$ cat src/rtl/brg_pkg.sv
// ----------------------------------------------------------------------------
// brg_pkg
// Shared types and constants of the bounded random generator.
// ----------------------------------------------------------------------------
package brg_pkg;

    localparam logic [63:0] LCG_MULT      = 64'd6364136223846793005;
    localparam logic [63:0] RESET_SEED    = 64'd1234567890;
    localparam logic [63:0] RESET_INCR    = 64'd6364136223846793005;
    localparam int          REDRAW_LIMIT  = 256;
    localparam int          TRY_W         = $clog2(REDRAW_LIMIT) + 1;

    // request kinds as they arrive on the input channel
    localparam logic [1:0] KIND_RAW   = 2'd0;
    localparam logic [1:0] KIND_UPPER = 2'd1;
    localparam logic [1:0] KIND_RANGE = 2'd2;

    // register indexes (byte address bit 3)
    localparam logic REG_SEED = 1'b0;
    localparam logic REG_INCR = 1'b1;

    typedef enum logic [1:0] {
        CLS_RAW,
        CLS_RANGE,
        CLS_EMPTY
    } t_cls;

    typedef struct packed {
        t_cls        cls;
        logic [31:0] lower;
        logic [31:0] span;
    } t_job;

    typedef enum logic [2:0] {
        ST_IDLE,
        ST_THR,
        ST_MUL,
        ST_CHK,
        ST_RED,
        ST_OUT
    } t_back_state;

    typedef struct packed {
        logic start;
        logic [31:0] dividend;
        logic [31:0] divisor;
    } t_div_req;

endpackage

$ cat src/rtl/bounded_random_generator_top.sv
// ----------------------------------------------------------------------------
// bounded_random_generator_top
// 64-bit LCG with xor-shift output; raw draws and unbiased ranged draws.
// ----------------------------------------------------------------------------
// Usage:
//   Requests enter on i_valid/o_stall with i_kind, i_lower_bound and
//   i_upper_bound; results leave on o_valid/i_stall with o_random_value and
//   o_empty_range. A transfer happens when valid is high and stall is low.
//   A front end sorts requests into a two-entry queue; the back end runs one
//   job at a time.
//   A ranged draw computes the threshold remainder, then draws (the LCG
//   step shares one 32x32 multiplier over four phases) and redraws while
//   the draw lies below the threshold, at most 256 draws, then takes the
//   final remainder. An empty range skips the generator.
//   The serial remainder unit sets the ranged rate.
//   Reset loads seed 1234567890 and the default increment, empties the
//   queue and the result register. While the receiver stalls, the result
//   holds, one more job finishes in the back end and then the queue fills.
//   APB: seed at 0x0, increment at 0x8; writing the seed reloads the state.
// ----------------------------------------------------------------------------
module bounded_random_generator_top (
    input  logic        i_clk,
    input  logic        i_rst_n,
    input  logic        i_valid,
    output logic        o_stall,
    input  logic [1:0]  i_kind,
    input  logic [31:0] i_lower_bound,
    input  logic [31:0] i_upper_bound,
    output logic        o_valid,
    input  logic        i_stall,
    output logic [31:0] o_random_value,
    output logic        o_empty_range,
    input  logic        psel,
    input  logic        penable,
    input  logic        pwrite,
    input  logic [3:0]  paddr,
    input  logic [63:0] pwdata,
    output logic [63:0] prdata,
    output logic        pready
);
    import brg_pkg::*;

    logic [63:0] r_seed;
    logic [63:0] r_incr;
    logic        w_wr;
    logic        w_seed_we;
    logic        w_push;
    logic        w_pop;
    logic        w_full;
    logic        w_empty;
    t_job        w_job_in;
    t_job        w_job_out;

    assign pready    = 1'b1;
    assign w_wr      = psel && penable && pwrite && pready;
    assign w_seed_we = w_wr && (paddr[3] == REG_SEED);
    assign prdata    = (paddr[3] == REG_INCR) ? r_incr : r_seed;

    always_ff @(posedge i_clk) begin
        if (!i_rst_n) begin
            r_seed <= RESET_SEED;
            r_incr <= RESET_INCR;
        end else if (w_wr) begin
            if (paddr[3] == REG_SEED) begin
                r_seed <= pwdata;
            end else begin
                r_incr <= pwdata;
            end
        end
    end

    brg_front u_front (
        .i_valid       (i_valid),
        .o_stall       (o_stall),
        .i_kind        (i_kind),
        .i_lower_bound (i_lower_bound),
        .i_upper_bound (i_upper_bound),
        .i_full        (w_full),
        .o_push        (w_push),
        .o_job         (w_job_in)
    );

    brg_fifo u_fifo (
        .i_clk   (i_clk),
        .i_rst_n (i_rst_n),
        .i_push  (w_push),
        .i_job   (w_job_in),
        .i_pop   (w_pop),
        .o_full  (w_full),
        .o_empty (w_empty),
        .o_job   (w_job_out)
    );

    brg_back u_back (
        .i_clk          (i_clk),
        .i_rst_n        (i_rst_n),
        .i_seed_we      (w_seed_we),
        .i_seed         (pwdata),
        .i_incr         (r_incr),
        .i_q_empty      (w_empty),
        .i_job          (w_job_out),
        .o_pop          (w_pop),
        .o_valid        (o_valid),
        .i_stall        (i_stall),
        .o_random_value (o_random_value),
        .o_empty_range  (o_empty_range)
    );

endmodule

$ cat src/rtl/brg_front.sv
// ----------------------------------------------------------------------------
// brg_front
// Accepts requests, works out the span and classifies them for the back end.
// ----------------------------------------------------------------------------
module brg_front (
    input  logic              i_valid,
    output logic              o_stall,
    input  logic [1:0]        i_kind,
    input  logic [31:0]       i_lower_bound,
    input  logic [31:0]       i_upper_bound,
    input  logic              i_full,
    output logic              o_push,
    output brg_pkg::t_job     o_job
);
    import brg_pkg::*;

    logic [31:0] w_lower;
    logic [31:0] w_span;

    assign o_stall = i_full;
    assign o_push  = i_valid && !i_full;

    always_comb begin
        w_lower = (i_kind == KIND_RANGE) ? i_lower_bound : 32'd0;
        w_span  = i_upper_bound - w_lower;
        o_job.lower = w_lower;
        o_job.span  = w_span;
        if (i_kind != KIND_UPPER && i_kind != KIND_RANGE) begin
            o_job.cls = CLS_RAW;
        end else if (w_span == 32'd0) begin
            o_job.cls = CLS_EMPTY;
        end else begin
            o_job.cls = CLS_RANGE;
        end
    end

endmodule

$ cat src/rtl/brg_fifo.sv
// ----------------------------------------------------------------------------
// brg_fifo
// Two-entry job queue between front and back end.
// ----------------------------------------------------------------------------
module brg_fifo (
    input  logic              i_clk,
    input  logic              i_rst_n,
    input  logic              i_push,
    input  brg_pkg::t_job     i_job,
    input  logic              i_pop,
    output logic              o_full,
    output logic              o_empty,
    output brg_pkg::t_job     o_job
);
    import brg_pkg::*;

    t_job       r_mem [2];
    logic       r_wr;
    logic       r_rd;
    logic [1:0] r_cnt;

    assign o_full  = (r_cnt == 2'd2);
    assign o_empty = (r_cnt == 2'd0);
    assign o_job   = r_mem[r_rd];

    always_ff @(posedge i_clk) begin
        if (i_push) begin
            r_mem[r_wr] <= i_job;
        end
    end

    always_ff @(posedge i_clk) begin
        if (!i_rst_n) begin
            r_wr  <= 1'b0;
            r_rd  <= 1'b0;
            r_cnt <= 2'd0;
        end else begin
            if (i_push) begin
                r_wr <= ~r_wr;
            end
            if (i_pop) begin
                r_rd <= ~r_rd;
            end
            r_cnt <= r_cnt + {1'b0, i_push} - {1'b0, i_pop};
        end
    end

endmodule

$ cat src/rtl/brg_div.sv
// ----------------------------------------------------------------------------
// brg_div
// Restoring radix-2 remainder unit, one quotient bit per cycle.
// ----------------------------------------------------------------------------
module brg_div (
    input  logic              i_clk,
    input  logic              i_rst_n,
    input  brg_pkg::t_div_req i_req,
    output logic              o_busy,
    output logic [31:0]       o_rem
);
    import brg_pkg::*;

    logic [31:0] r_rem;
    logic [31:0] r_dvd;
    logic [31:0] r_dsr;
    logic [5:0]  r_cnt;
    logic [32:0] w_try;

    assign o_busy = (r_cnt != 6'd0);
    assign o_rem  = r_rem;
    assign w_try  = {r_rem, r_dvd[31]};

    always_ff @(posedge i_clk) begin
        if (i_req.start) begin
            r_rem <= 32'd0;
            r_dvd <= i_req.dividend;
            r_dsr <= i_req.divisor;
        end else if (o_busy) begin
            r_dvd <= {r_dvd[30:0], 1'b0};
            // partial remainder stays below the divisor, so 32 bits hold it
            if (w_try >= {1'b0, r_dsr}) begin
                r_rem <= w_try[31:0] - r_dsr;
            end else begin
                r_rem <= w_try[31:0];
            end
        end
    end

    always_ff @(posedge i_clk) begin
        if (!i_rst_n) begin
            r_cnt <= 6'd0;
        end else if (i_req.start) begin
            r_cnt <= 6'd32;
        end else if (o_busy) begin
            r_cnt <= r_cnt - 6'd1;
        end
    end

endmodule

$ cat src/rtl/brg_back.sv
// ----------------------------------------------------------------------------
// brg_back
// Generator state, four-phase LCG step, rejection loop and result register.
// ----------------------------------------------------------------------------
module brg_back (
    input  logic              i_clk,
    input  logic              i_rst_n,
    input  logic              i_seed_we,
    input  logic [63:0]       i_seed,
    input  logic [63:0]       i_incr,
    input  logic              i_q_empty,
    input  brg_pkg::t_job     i_job,
    output logic              o_pop,
    output logic              o_valid,
    input  logic              i_stall,
    output logic [31:0]       o_random_value,
    output logic              o_empty_range
);
    import brg_pkg::*;

    t_back_state       r_st, n_st;
    t_job              r_job;
    logic [63:0]       r_gen, n_gen;
    logic [63:0]       r_p0;
    logic [31:0]       r_p1, r_p2;
    logic [1:0]        r_ph;
    logic [31:0]       r_thr, n_thr;
    logic [TRY_W-1:0]  r_tries;
    logic [31:0]       r_res, n_res;
    logic              r_res_empty, n_res_empty;
    logic              r_out_valid;
    logic [31:0]       r_out_val;
    logic              r_out_empty;
    logic [31:0]       w_ma, w_mb;
    logic [63:0]       w_prod;
    logic [31:0]       w_draw;
    logic              w_out_free;
    logic              w_load_out;
    logic              w_commit;
    t_div_req          w_div;
    logic              w_div_busy;
    logic [31:0]       w_div_rem;

    brg_div u_div (
        .i_clk   (i_clk),
        .i_rst_n (i_rst_n),
        .i_req   (w_div),
        .o_busy  (w_div_busy),
        .o_rem   (w_div_rem)
    );

    assign w_draw     = r_gen[31:0] ^ {1'b0, r_gen[63:33]};
    assign w_out_free = !r_out_valid || !i_stall;
    assign w_commit   = (r_st == ST_MUL) && (r_ph == 2'd3);

    // one shared 32x32 multiplier, operands picked by phase
    always_comb begin
        unique case (r_ph)
            2'd0:    begin w_ma = r_gen[31:0];  w_mb = LCG_MULT[31:0];  end
            2'd1:    begin w_ma = r_gen[63:32]; w_mb = LCG_MULT[31:0];  end
            default: begin w_ma = r_gen[31:0];  w_mb = LCG_MULT[63:32]; end
        endcase
    end
    assign w_prod = w_ma * w_mb;

    // next state
    always_comb begin
        n_st = r_st;
        unique case (r_st)
            ST_IDLE: begin
                if (!i_q_empty) begin
                    unique case (i_job.cls)
                        CLS_EMPTY: n_st = ST_OUT;
                        CLS_RANGE: n_st = ST_THR;
                        default:   n_st = ST_MUL;
                    endcase
                end
            end
            ST_THR:  if (!w_div_busy) n_st = ST_MUL;
            ST_MUL:  if (r_ph == 2'd3) n_st = ST_CHK;
            ST_CHK: begin
                if (r_job.cls != CLS_RANGE) begin
                    n_st = ST_OUT;
                end else if (w_draw < r_thr && !r_tries[TRY_W-1]) begin
                    n_st = ST_MUL;
                end else begin
                    n_st = ST_RED;
                end
            end
            ST_RED:  if (!w_div_busy) n_st = ST_OUT;
            ST_OUT:  if (w_out_free) n_st = ST_IDLE;
            default: n_st = ST_IDLE;
        endcase
    end

    // datapath controls
    always_comb begin
        o_pop        = 1'b0;
        w_div.start  = 1'b0;
        w_div.dividend = w_draw;
        w_div.divisor  = r_job.span;
        n_thr        = r_thr;
        n_res        = r_res;
        n_res_empty  = r_res_empty;
        w_load_out   = 1'b0;
        n_gen        = {r_p0[63:32] + r_p1 + r_p2, r_p0[31:0]} + i_incr;
        unique case (r_st)
            ST_IDLE: begin
                o_pop          = !i_q_empty;
                w_div.start    = !i_q_empty && (i_job.cls == CLS_RANGE);
                w_div.dividend = 32'd0 - i_job.span;
                w_div.divisor  = i_job.span;
                n_res          = 32'd0;
                n_res_empty    = 1'b1;
            end
            ST_THR: n_thr = w_div_rem;
            ST_CHK: begin
                n_res       = w_draw;
                n_res_empty = 1'b0;
                w_div.start = (r_job.cls == CLS_RANGE) &&
                              !(w_draw < r_thr && !r_tries[TRY_W-1]);
            end
            ST_RED: n_res = r_job.lower + w_div_rem;
            ST_OUT: w_load_out = w_out_free;
            default: ;
        endcase
    end

    always_ff @(posedge i_clk) begin
        if (o_pop) begin
            r_job <= i_job;
        end
        r_thr       <= n_thr;
        r_res       <= n_res;
        r_res_empty <= n_res_empty;
        unique case (r_ph)
            2'd0:    r_p0 <= w_prod;
            2'd1:    r_p1 <= w_prod[31:0];
            2'd2:    r_p2 <= w_prod[31:0];
            default: ;
        endcase
        if (w_load_out) begin
            r_out_val   <= r_res;
            r_out_empty <= r_res_empty;
        end
    end

    always_ff @(posedge i_clk) begin
        if (!i_rst_n) begin
            r_st        <= ST_IDLE;
            r_gen       <= RESET_SEED;
            r_ph        <= 2'd0;
            r_tries     <= '0;
            r_out_valid <= 1'b0;
        end else begin
            r_st <= n_st;
            if (i_seed_we) begin
                r_gen <= i_seed;
            end else if (w_commit) begin
                r_gen <= n_gen;
            end
            r_ph <= (r_st == ST_MUL) ? r_ph + 2'd1 : 2'd0;
            if (o_pop) begin
                r_tries <= '0;
            end else if (w_commit) begin
                r_tries <= r_tries + 1'b1;
            end
            if (w_load_out) begin
                r_out_valid <= 1'b1;
            end else if (!i_stall) begin
                r_out_valid <= 1'b0;
            end
        end
    end

    assign o_valid        = r_out_valid;
    assign o_random_value = r_out_val;
    assign o_empty_range  = r_out_empty;

endmodule

$ cat config.mk
export PLATFORM = sky130hd
export DESIGN_NAME = bounded_random_generator_top
export DESIGN_NICKNAME = d
export VERILOG_FILES = /design/src/rtl/brg_pkg.sv /design/src/rtl/bounded_random_generator_top.sv /design/src/rtl/brg_front.sv /design/src/rtl/brg_fifo.sv /design/src/rtl/brg_div.sv /design/src/rtl/brg_back.sv
export SDC_FILE = /design/constraint.sdc
export NUM_CORES = 2
export LEC_CHECK = 0
export BUFFER_PORTS_ARGS = -buffer_cell sky130_fd_sc_hd__buf_2
export CORE_MARGIN = 4
export CORE_UTILIZATION = 40
export CTS_CLUSTER_DIAMETER = 80
export DETAILED_ROUTE_END_ITERATION = 8
export GPL_ROUTABILITY_DRIVEN = 1
export HOLD_SLACK_MARGIN = 0.15
export PLACE_DENSITY = 0.62
export REMOVE_ABC_BUFFERS = 1
export SLEW_MARGIN = 20
export SYNTH_ARGS = -nofsm -noshare
export SYNTH_HDL_FRONTEND = slang
export SYNTH_SLANG_ARGS = --single-unit
$ cat constraint.sdc
create_clock -name i_clk -period 27.9 [get_ports i_clk]
set_clock_uncertainty 0.2 [all_clocks]
set_input_delay 0 -clock i_clk [delete_from_list [all_inputs] [get_ports i_clk]]
set_output_delay 0 -clock i_clk [all_outputs]
set_load 0.05 [all_outputs]
# ---- After elaboration in Yosys (flattened, before gate mapping)
# Memory sizes are Yosys's and may differ from the RTL's. A register that Yosys moved wholly into a read port is not among the register bits.
# Index checks and enable logic that the tools add are counted.
dict set report totals {
  register_bits 605
  mem_bits_rw 132
  input_bits 141
  elab_cells 135
  mem_count 1
}
dict set report classes {
  addsub 12
  mul 1
  magnitude_cmp 2
  eq_ne 22
  mux 34
  bitwise_logic 5
  reduce_logical 32
}
# name depth word_bits rd rd_clocked_by_memory_dff wr line_no
set mem_list {}
lappend mem_list {u_fifo.r_mem 2 66 1 1 1 brg_fifo.sv:17} ;# t_job r_mem [2];
# cell count
set op_table {}
lappend op_table {{64-bit 2-to-1 mux} 4}
lappend op_table {{32-bit 2-to-1 mux} 5}
lappend op_table {{32-bit adder} 3}
lappend op_table {{32-bit one-hot mux with 3 select lines} 1}
lappend op_table {{64-bit adder} 1}
lappend op_table {{32-bit subtractor} 2}
lappend op_table {{32-bit by 31-bit multiplier with 63-bit output} 1}
lappend op_table {{33-bit by 32-bit >= comparator with 1-bit output} 1}
lappend op_table {{32-bit zero test} 1}
lappend op_table {{32-bit less-than comparator} 1}
lappend op_table {{1-bit by 32-bit subtractor with 32-bit output (first input constant)} 1}
lappend op_table {{32-bit by 31-bit bitwise XOR with 32-bit output} 1}
lappend op_table {{29-bit 2-to-1 mux} 1}
lappend op_table {{3-bit 2-to-1 mux} 7}
lappend op_table {{3-bit one-hot mux with 6 select lines} 1}
lappend op_table {{6-bit 2-to-1 mux} 2}
lappend op_table {{2-bit == test (second input constant)} 5}
lappend op_table {{2-bit inequality test (second input constant)} 5}
lappend op_table {{9-bit by 1-bit adder with 9-bit output (second input constant)} 1}
lappend op_table {{1-bit logical AND} 9}
lappend op_table {{1-bit 2-to-1 mux} 8}
lappend op_table {{2-bit by 1-bit inequality test with 1-bit output (second input constant)} 4}
lappend op_table {{2-bit by 1-bit == test with 1-bit output (second input constant)} 3}
lappend op_table {{3-bit by 2-bit == test with 1-bit output (second input constant)} 2}
lappend op_table {{20 further kinds} 38}

# ---- Longest topological paths before layout
dict set report depth {
  depth_word 7
  depth_mapped 36
  depth_no_buf 33
}

# ---- Hierarchy
# A second synthesis with hierarchy kept.
dict set report hier_totals {
  hier_cells 6443
  hier_area_um2 65073.7
}
# module instances cells_per_inst area_per_inst_um2
set by_module_without_submodules {}
lappend by_module_without_submodules {brg_back 1 4633 45457.3}
lappend by_module_without_submodules {brg_div 1 619 6258.5}
lappend by_module_without_submodules {bounded_random_generator_top 1 597 5913.2}
lappend by_module_without_submodules {brg_fifo 1 226 5148.7}
lappend by_module_without_submodules {brg_front 1 368 2296.0}

# ---- Worst setup path after synthesis
# OpenSTA, ideal clock, no wires.
dict set report synth_timing {
  path_kind {reg2reg}
  start {reg u_back.r_ph[1]}
  end {reg u_back.r_p0[60], data pin}
  setup_time_ps 137
  arrival_time_ps 10284
  required_time_ps 27563
  setup_slack_ps 17279
  stages_incl_launch_ff 33
  path_buffers 5
  period_less_slack_ps 10621
  cell_sequence {dfxtp_1 > inv_1 > ha_1 > clkbuf_1 > clkbuf_1 > buf_1 > buf_1 > mux2i_1 > inv_1 > fa_1 > inv_1 > fa_1 > inv_1 > fa_1 > inv_1 > fa_1 > inv_1 > fa_1 > fa_1 > fa_1 > fa_1 > ha_1 > clkbuf_1 > a21oi_1 > o21a_1 > o21ai_0 > a211oi_1 > o31ai_1 > nor2_1 > o41ai_2 > a2111oi_2 > or4_1 > nand4_1}
}
dict set report synth_via {
  elab_chain_cells 4
  elab_cells_between_ends 6
  classes_between {mul (1); eq/ne (1); mux (2); reduce/logical (2)}
}
# element line_no
set synth_rtl {}
lappend synth_rtl {{start, declared} brg_back.sv:26} ;# logic [1:0] r_ph;
lappend synth_rtl {{start signal, assigned} brg_back.sv:162} ;# r_ph <= (r_st == ST_MUL) ? r_ph + 2'd1 : 2'd0;
lappend synth_rtl {{2-bit by 1-bit == test with 1-bit output or 2-bit zero test (tied branches)} brg_back.sv:58} ;# unique case (r_ph)
lappend synth_rtl {{2-bit OR reduction (no source line)} -}
lappend synth_rtl {{29-bit 2-to-1 mux} brg_back.sv:58}
lappend synth_rtl {{32-bit by 31-bit multiplier with 63-bit output *} brg_back.sv:64} ;# assign w_prod = w_ma * w_mb;
lappend synth_rtl {{named net u_back.w_prod[60]} brg_back.sv:35} ;# logic [63:0] w_prod;
lappend synth_rtl {{end signal, assigned} brg_back.sv:137} ;# 2'd0: r_p0 <= w_prod;
lappend synth_rtl {{end, declared} brg_back.sv:24} ;# logic [63:0] r_p0;
# The timed path passes the listed nets; every way through them passes the cells marked *.
# A chain may end at the register's enable or synchronous reset.

# ---- Final worst setup path
dict set report layout_timing {
  start {reg u_back.r_ph[1]}
  end {reg u_back.r_p0[56], data pin}
}
# The elaborated chain is that of the path after synthesis.

==> flow_metrics.py <==
metrics = {
    "sta": {
        "fin_setup_tns_ns": 0,
        "max_freq_mhz": 88.2,
        "grt_setup_unrepaired": "false",
        "fin_crit_sh_pct": 40.7,
        "setup_viol": 0,
        "timing_hold_violations_final": 0,
        "period_minus_slack_ns": 11.34,
        "worst_pin_slew_ns": 1.17,
        "slew_viol_final": 0,
        "slew_headroom_pct": 21.2,
    },
    "min_path": {
        "min_from": "pwdata[15]",
        "holdPathEnd": "u_back.r_gen[15]",
        "whs_path_depth": 4,
        "hold_path_class": "primary input to register",
    },
    "setup_path": {
        "crit_path_start_kind": "register",
        "timing.rr.start": "u_back.r_ph[1]",
        "cp.required_ns": 28.13,
        "cp_max_fo": 46,
        "rr_endpoint": "u_back.r_p0[56]",
        "crit_arrival_ns": 11.58,
        "reg2reg_depth": 27,
        "path_class": "register to register",
        "cp-end-kind": "register",
        "r2r_slack_ns": 16.56,
    },
    "floorplan": {
        "initial_utilization_pct": 40.4,
        "die_area_um2": 163000,
        "die_h_um": 404,
        "num_io_pins": 241,
        "core.rowCount": 144,
        "core-area_um2": 155000,
        "die_w_um": 404,
    },
    "placement": {
        "dpl.hpwl_mm": 161,
        "routabilityCongestion": 0.964,
        "placedCellCount": 8495,
        "port_buffers": 236,
    },
    "yosys": {
        "yosysSeqAreaShare_pct": 31.4,
        "synth-async-reset-ratio_pct": 0,
        "synth_compound_area_share_pct": 12.0,
        "synth-xor-area-share_pct": 4.32,
        "synthCells": 6339,
        "synthAdderAreaFrac_pct": 31.2,
        "synthMuxAreaShare_pct": 3.39,
        "synthDistinctLibCells": 92,
        "ys_top_cells_by_count": "inv_1 (940), nand2_1 (717), ha_1 (649)",
        "synth.most_common_cell": "inv_1",
        "synth_top_family_by_area": "adder cells",
        "synth_simple_gate_area_share_pct": 10.7,
        "yosys.area.top_type": "edfxtp_1",
        "syn_area_per_cell_um2": 9.87,
        "yosysTopAreaCellShare_pct": 23.4,
        "synth_ff_type": "edfxtp_1",
        "synth_area_leaders": "edfxtp_1 (23%), fa_1 (18%), ha_1 (13%), dfxtp_1 (8.0%), inv_1 (5.6%)",
        "synth-seq-cells": 737,
        "synth_area_um2": 62600,
        "synth_edf_count": 487,
        "yosys_warnings": 0,
    },
    "global_routing": {
        "antenna_found_initial": 12,
        "grt-ovfl-total": 0,
        "grt_use_total_pct": 24.9,
        "grt_pass1_wl_mm": 305,
        "grt_max_degree": 95,
        "first_global_vias": 47700,
    },
    "cells_and_area": {
        "fillers": 14300,
        "stdcell_count": 8951,
        "syn_to_final_growth_pct": 15.1,
        "drive_gt1_share_pct": 8.77,
        "finalNetCount": 8195,
    },
    "route": {
        "drc": 0,
        "drt_iter0_drc": 4857,
        "vias_per_cell": 5.49,
        "wl_per_cell_um": 23.1,
        "first_pass_iters": 6,
        "drt.antenna.violating_nets": 0,
        "vias": 49200,
        "routed_wl_mm": 207,
    },
    "clock_network": {
        "clkLatencyLatePin_ns": 0.70,
        "cts-resized-gates": 0,
        "cts_tree": "built",
        "numCtsBuffers": 84,
        "htreeDepth": 3,
        "cts.sinks": 737,
        "clk_pin_slew_ns": 0.06,
        "clk_path_buf_depth": 3,
        "clockRootBuffer": "clkbuf_16",
    },
    "run_status": {
        "status": "finished, final reports clean",
    },
    "run": {
        "cap_violations": 0,
    },
}
==> how the worst max path moves through the flow <==
stage                   start         endpoint  slack (ns)  cells after the start
2_1_floorplan  u_back.r_ph[1]  u_back.r_p0[60]       16.11                     27
3_3_place_gp   u_back.r_ph[1]  u_back.r_p0[56]       16.79                     28
3_5_place_dp   u_back.r_ph[1]  u_back.r_p0[56]       16.70                     27
4_1_cts        u_back.r_ph[1]  u_back.r_p0[56]       16.72                     27
5_1_grt        u_back.r_ph[1]  u_back.r_p0[56]       16.17                     30
6_report       u_back.r_ph[1]  u_back.r_p0[56]       16.56                     27
==> metrics by stage <==
stage | util [%] | hold WS (ns) | area, um2 | worst slack [ns]
6_report | 46.6 | 0.203 | 72100 | 16.56
5_1_grt | 46.6 | 0.211 | 72100 | 16.17
4_1_cts | 46.6 | 0.157 | 72000 | 16.72
3_5_place_dp | 42.8 | 0.0302 | 66200 | 16.70
3_3_place_gp | 42.8 | 0.0239 | 66200 | 16.79
2_1_floorplan | - | -0.128 | 61900 | 16.11
==> layout make-up <==
type                    instances  area (um2)  share of cell area [%]
flip-flops and latches        737       19600                    27.2
inverters                     945        3550                    4.93
clock buffers                 116        2360                    3.28
multi-input cells            4477       38900                    53.9
clock inverters                37         493                   0.684
well taps                    2044        2560                    3.55
diodes                          6        15.0                  0.0208
repair buffers                589        4590                    6.37
==> what timing repair did <==
| action | 4_1_cts | 5_1_grt |
|---|---|---|
| hold buffers | 297 | 0 |
| endpoints found under the hold margin | 387 | 0 |
| setup buffers | 0 | 0 |
==> placed cells by master, fill, tap and decap left out, types with 52 or more instances in the layout <==
cell type      instances
mux2i_1               73
nor2_1               299
clkbuf_16             86
inv_1                937
xnor2_1              210
buf_2                234
buf_4                 57
nand2_1              717
dlygate4sd3_1        297
ha_1                 645
dfxtp_1              249
fa_1                 571
mux2_2               120
nand3_1               96
xor2_1                99
nor3_1                77
a21o_1               108
edfxtp_1             487
a21oi_1              397
nand4_1               52
o21ai_0              324
==> worst max-delay path, stage by stage (launching register included) <==
cell	delay, ns
dfxtp_1	0.33
inv_1	0.15
ha_4	0.40
buf_4	0.67
mux2_2	0.62
inv_1	0.37
nor2_1	0.64
inv_1	0.15
fa_1	0.58
fa_1	0.47
fa_1	0.47
fa_1	0.54
inv_1	0.05
fa_1	0.55
fa_1	0.44
fa_1	0.51
fa_1	0.41
ha_1	0.41
a2111oi_0	0.41
o21ai_0	0.20
a221oi_1	0.57
nand4_1	0.26
a221oi_1	0.56
nor2_1	0.21
a21oi_1	0.26
nor3_1	0.08
a2111o_1	0.36
xor2_1	0.14
==> logic make-up after synthesis <==
kind of cell	count (synthesis)
and+or+nand+nor	1496
AOI/OAI and AO/OA	1223
adders and majority gates	1220
buffers and inverters	1155
DFF	737
xor gates and xnor gates	309
muxes	197
other	2
==> flip-flops by register name, summed over array words and instances (netlist names), 32 cells and up, named ones only <==
name                   cells
u_fifo.r_mem             132
u_back.r_job              66
r_incr                    64
r_seed                    64
u_back.r_gen              64
u_back.r_p0               63
u_back.o_random_value     32
u_back.r_p1               32
u_back.r_p2               32
u_back.r_res              32
u_back.r_thr              32
u_back.u_div.o_rem        32
u_back.u_div.r_dsr        32
u_back.u_div.r_dvd        32
==> layer usage <==
metal  global-route usage, %  vias up  part of all wire [%]
met5                       0        -                 0.014
met4                    8.37        4                   3.6
met3                    4.97      290                   9.5
met2                    37.2     2118                    43
met1                    36.2    24300                    44
li1                        -    22500                     -
Power is not shown: default switching activity piles up to over one toggle a cycle in this logic, so the estimate is an artifact.
